### config.mk
export PLATFORM = sky130hd
export DESIGN_NAME = bfsa_div
export DESIGN_NICKNAME = d
export VERILOG_FILES = /design/src/bfsa_pkg.sv /design/src/bfsa_div.sv
export SDC_FILE = /design/constraint.sdc
export NUM_CORES = 1
export LEC_CHECK = 0
export ABC_AREA = 1
export BUFFER_PORTS_ARGS = -buffer_cell sky130_fd_sc_hd__buf_2
export CORE_UTILIZATION = 50
export CTS_CLUSTER_DIAMETER = 80
export DETAILED_ROUTE_END_ITERATION = 12
export PLACE_DENSITY = 0.82
export RECOVER_POWER = 100
export SYNTH_ARGS = -nofsm -noshare
export SYNTH_HDL_FRONTEND = slang
export SYNTH_SLANG_ARGS = --single-unit
### constraint.sdc
create_clock -name clk_i -period 3.3 [get_ports clk_i]
set_input_delay 0.66 -clock clk_i [delete_from_list [all_inputs] [get_ports clk_i]]
set_output_delay 0.66 -clock clk_i [all_outputs]
set_load 0.005 [all_outputs]
### src/bfsa_pkg.sv
// Shared types and constants of the best-fit segment allocator.
`timescale 1ns / 1ps
`default_nettype none
package bfsa_pkg;

  localparam int unsigned DVD_W = 64;                 // dividend width of the divider
  localparam int unsigned DVS_W = 21;                 // divisor width (unit size)
  localparam int unsigned CNT_W = $clog2(DVD_W + 1);  // divider step counter width
  localparam int unsigned BYTES_W = 31;               // bytes-in-use result width

  typedef enum logic [2:0] {
    ST_OK      = 3'd0,
    ST_ZERO    = 3'd1,
    ST_NOFIT   = 3'd2,
    ST_BADADDR = 3'd3,
    ST_DBLFREE = 3'd4
  } status_e;

  typedef enum logic [1:0] {
    US_INTERIOR = 2'd0,
    US_FREE     = 2'd1,
    US_FULL     = 2'd2
  } ustat_e;

  typedef enum logic {
    CMD_ALLOC = 1'b0,
    CMD_FREE  = 1'b1
  } cmd_e;

endpackage
`default_nettype wire

### src/bfsa_div.sv
// Restoring divider, one quotient bit per cycle.
`timescale 1ns / 1ps
`default_nettype none
module bfsa_div (
  input  wire                        clk_i,
  input  wire                        rst_ni,
  input  wire                        start_i,
  input  wire [bfsa_pkg::DVD_W-1:0]  dividend_i,
  input  wire [bfsa_pkg::DVS_W-1:0]  divisor_i,
  output logic                       done_o,
  output logic [bfsa_pkg::DVD_W-1:0] quotient_o,
  output logic [bfsa_pkg::DVS_W-1:0] remainder_o
);
  import bfsa_pkg::*;

  logic             busy_q, busy_d;
  logic [CNT_W-1:0] cnt_q, cnt_d;
  logic [DVD_W-1:0] quo_q, quo_d;
  logic [DVS_W-1:0] rem_q, rem_d;
  logic [DVS_W-1:0] dvs_q, dvs_d;
  logic             done_q, done_d;
  logic [DVS_W:0]   rem_sh;
  logic [DVS_W:0]   rem_sub;

  always_comb begin
    rem_sh  = {rem_q, quo_q[DVD_W-1]};
    rem_sub = rem_sh - {1'b0, dvs_q};
    busy_d  = busy_q;
    cnt_d   = cnt_q;
    quo_d   = quo_q;
    rem_d   = rem_q;
    dvs_d   = dvs_q;
    done_d  = 1'b0;
    if (start_i) begin
      busy_d = 1'b1;
      cnt_d  = '0;
      quo_d  = dividend_i;
      rem_d  = '0;
      dvs_d  = divisor_i;
    end else if (busy_q) begin
      if (rem_sh >= {1'b0, dvs_q}) begin
        rem_d = rem_sub[DVS_W-1:0];
        quo_d = {quo_q[DVD_W-2:0], 1'b1};
      end else begin
        rem_d = rem_sh[DVS_W-1:0];
        quo_d = {quo_q[DVD_W-2:0], 1'b0};
      end
      cnt_d = cnt_q + 1'b1;
      if (cnt_q == CNT_W'(DVD_W - 1)) begin
        busy_d = 1'b0;
        done_d = 1'b1;
      end
    end
  end

  always_ff @(posedge clk_i or negedge rst_ni) begin
    if (!rst_ni) begin
      busy_q <= 1'b0;
      cnt_q  <= '0;
      done_q <= 1'b0;
    end else begin
      busy_q <= busy_d;
      cnt_q  <= cnt_d;
      done_q <= done_d;
    end
  end

  always_ff @(posedge clk_i) begin
    quo_q <= quo_d;
    rem_q <= rem_d;
    dvs_q <= dvs_d;
  end

  assign done_o      = done_q;
  assign quotient_o  = quo_q;
  assign remainder_o = rem_q;

  a_done_after_busy : assert property (@(posedge clk_i) disable iff (!rst_ni)
    done_q |-> $past(busy_q)) else $error("divider done without a running division");
  a_no_start_lost : assert property (@(posedge clk_i) disable iff (!rst_ni)
    start_i |=> busy_q) else $error("divider did not start");
  a_rem_bound : assert property (@(posedge clk_i) disable iff (!rst_ni)
    done_q |-> rem_q < dvs_q) else $error("remainder not below divisor");

endmodule
`default_nettype wire

==> key figures <==
Placed design
  • DP Wirelength: 10,600 um
  • DP Area: 0.00730 mm2
  • Dpl ws: 378 ps
  • GP Congestion: 0.930
  • Input/output buffers: 173

Worst setup path
  • Most frequent CP cell: nand2_1
  • Reg-to-Reg End: quotient_o[20]
  • Top delay family on crit path: buffers and inverters
  • Critical path class: input port to flip-flop
  • Worst setup SP type: input port
  • WP data required: 3600 ps
  • WP depth: 8
  • Critical path's largest stage delay: 1350 ps
  • Reg2Reg Depth: 3
  • Critical path's slowest cell: clkbuf_2
  • Critical path origin: start_i
  • Worst Setup EP: remainder_o[19]
  • Critical path arrival: 3090 ps
  • CP Max Fanout: 89
  • Cells along the critical path: clkbuf_1 -> clkbuf_2 -> nor2_1 -> clkbuf_2 -> nand2_1 -> clkinv_1 -> nand2_1 -> nand2_1
  • Reg2Reg Setup Slack: 760 ps
  • R2r startpoint: busy_q
  • Buf+Inv Stages, Crit Path: 4
  • CP Capture Type: flip-flop

STA
  • RSZ-0062 raised after global routing: false
  • Setup-failing EPs final: 0
  • Worst-Margin Slew: 2060 ps
  • Maximum clock rate: 358 MHz
  • Total negative slack: 0 ps
  • Final hold vios: 0
  • Final Max Slew Viols: 160
  • Setup Skew: 12.9 ps
  • Worst slew margin: -0.376
  • Tcrit/Tclk final: 0.845
  • Final min period: 2790 ps
  • Worst Setup Slack, final: 511 ps

CTS
  • CTS Root Cell: clkbuf_16
  • Setup Buffers After CTS: 0
  • CTS Buffer Depth: 2
  • CTS clk-pin slew, worst paths: 60 ps
  • TritonCTS clock tree: done
  • H-tree depth: 4
  • Hold buffer count at cts: 0
  • Clk sink count: 115
  • Post-CTS Resized: 0
  • Later-pin clock latency in the skew report: 410 ps
  • CTS Buf Count: 17

Global routing
  • Largest net degree at the start of global routing: 90
  • Gr ovfl total: 0
  • Gr usage total: 0.247
  • Antenna violations before repair: 0
  • First-pass GRT wire length: 25,000 um
  • Vias in the first global route: 5,426

Final layout
  • Most frequent cells in the layout: nand2_1, buf_2, inv_1
  • Antenna diodes: 0
  • Syn-to-layout area delta: 23.5%
  • Fin nets: 1,060
  • Post-route cell area: 0.00780 mm2
  • Final core occ: 0.641
  • Commonest non-fill, non-tap cell in the layout: nand2_1
  • Share of cells above drive strength 1: 0.195

Routing
  • Routed Antenna Nets: 0
  • Vias per cell: 4.92
  • DRT Pass-1 Iters: 4
  • WL per Instance: 13.4 um
  • DRT Wirelength: 15,200 um
  • Total number of vias: 5,562
  • DR iter-0 viols: 362
  • Residual DRC count: 0

Synthesis
  • Mapped Nets: 888
  • Area leader, netlist: edfxtp_1
  • Synthesized cell area: 0.00631 mm2
  • Synthesized area per cell: 8.13 um2
  • Ys Warns: 0
  • #FFs+latches synth: 115
  • Sequential share of the synthesized area: 0.507
  • Top cells by area, synth: edfxtp_1, nand2_1, dfxtp_1, inv_1, ha_1
  • Share of the synthesized area in the top cell type: 0.404
  • Distinct cells, synth: 41
  • Post-Syn Instances: 777

Die
  • Core ar.: 0.0122 mm2
  • Full die area: 0.0131 mm2
  • Die height: 114 um
  • Row cnt: 40
  • Starting Density: 0.519
  • Die Wd: 114 um
  • IO Pins: 174

Power
  • Power density cells: 698 mW/mm2
  • Leak pwr: 4.05 nW
  • Maximum VDD drop: 0.376 mV

Outcome
  • Status: finished with violations
  • Failing checks: capacitance limit, slew limit

Worst hold path
  • HP Class: input port to asynchronous set/reset pin

Run
  • Max cap viols: 2
==> logic make-up (layout without fill, tap and decap cells) <==
| logic type | count (synthesis) | in the layout | synth area share |
|---|---|---|---|
| AOI/OAI and AO/OA | 37 | 37 | 0.0341 |
| xor gates and xnor gates | 9 | 9 | 0.0125 |
| adders and majority gates | 23 | 23 | 0.0468 |
| buffers and inverters | 122 | 307 | 0.0801 |
| DFF | 115 | 115 | 0.507 |
| and+or+nand+nor | 471 | 471 | 0.320 |
==> worst min-delay path by stage <==
stage                            to  slack, ps  cells past startpoint
global placement             done_o        480                      1
CTS                        cnt_q[3]         90                      1
detailed placement  remainder_o[20]        480                      2
global route               cnt_q[3]        230                      1
floorplan                    busy_q        360                      0
finish                     cnt_q[3]        190                      1
==> through the flow <==
stage          std cells  total power [mW]  hold slack, ps
6_report            1130              5.44             194
3_3_place_gp        1098              3.65             476
5_1_grt             1130              5.80             229
2_1_floorplan        777              3.23             364
3_5_place_dp        1098              3.69             478
4_1_cts             1130              5.49            89.5
==> cell usage after synthesis, drive strengths merged <==
| master | count |
|---|---|
| fa | 1 |
| dfrtp | 9 |
| ha | 22 |
| a21o | 2 |
| edfxtp | 85 |
| dfxtp | 21 |
| nand3b | 9 |
| nor2 | 35 |
| xnor2 | 6 |
| a21oi | 18 |
| and3 | 1 |
| o21bai | 1 |
| clkinv | 2 |
| or2 | 1 |
| xor2 | 3 |
| a31oi | 1 |
| nand2 | 351 |
| buf | 9 |
| nor4 | 1 |
| inv | 96 |
| nand4 | 6 |
| a211oi | 1 |
| nand3 | 60 |
| nor3 | 7 |
| clkbuf | 15 |
| a22o | 1 |
| o21ai | 13 |
==> sequential cells by signal (all words and copies together) (netlist names) <==
register,flops
quotient_o,64
dvs_q,21
remainder_o,21
cnt_q,7
busy_q,1
done_o,1
==> power by group <==
group	total [mW]	internal, mW	switching [mW]	leakage, nW
clock network	1.79	1.13	0.660	0.276
registers	1.91	1.76	0.143	1.20
logic	1.74	0.669	1.07	2.57
total	5.44	3.56	1.88	4.05
==> routing by layer <==
| metal | track usage | share of wire | vias to the layer above |
|---|---|---|---|
| li1 | - | - | 2822 |
| met1 | 0.292 | 0.42 | 2523 |
| met2 | 0.425 | 0.49 | 192 |
| met3 | 0.0693 | 0.067 | 25 |
| met4 | 0.100 | 0.021 | 0 |
| met5 | 0 | 0 | - |
==> cell type report <==
cell class                 count  area (um2)
inverter                      98         368
fill                        1089        4360
clock inverter                12         133
tap                          168         210
multi-input combinational    540        2610
clock buffer                  20         447
timing repair buffer         177         837
sequential                   115        3200
Note: power is estimated with default switching activity, not from simulation.
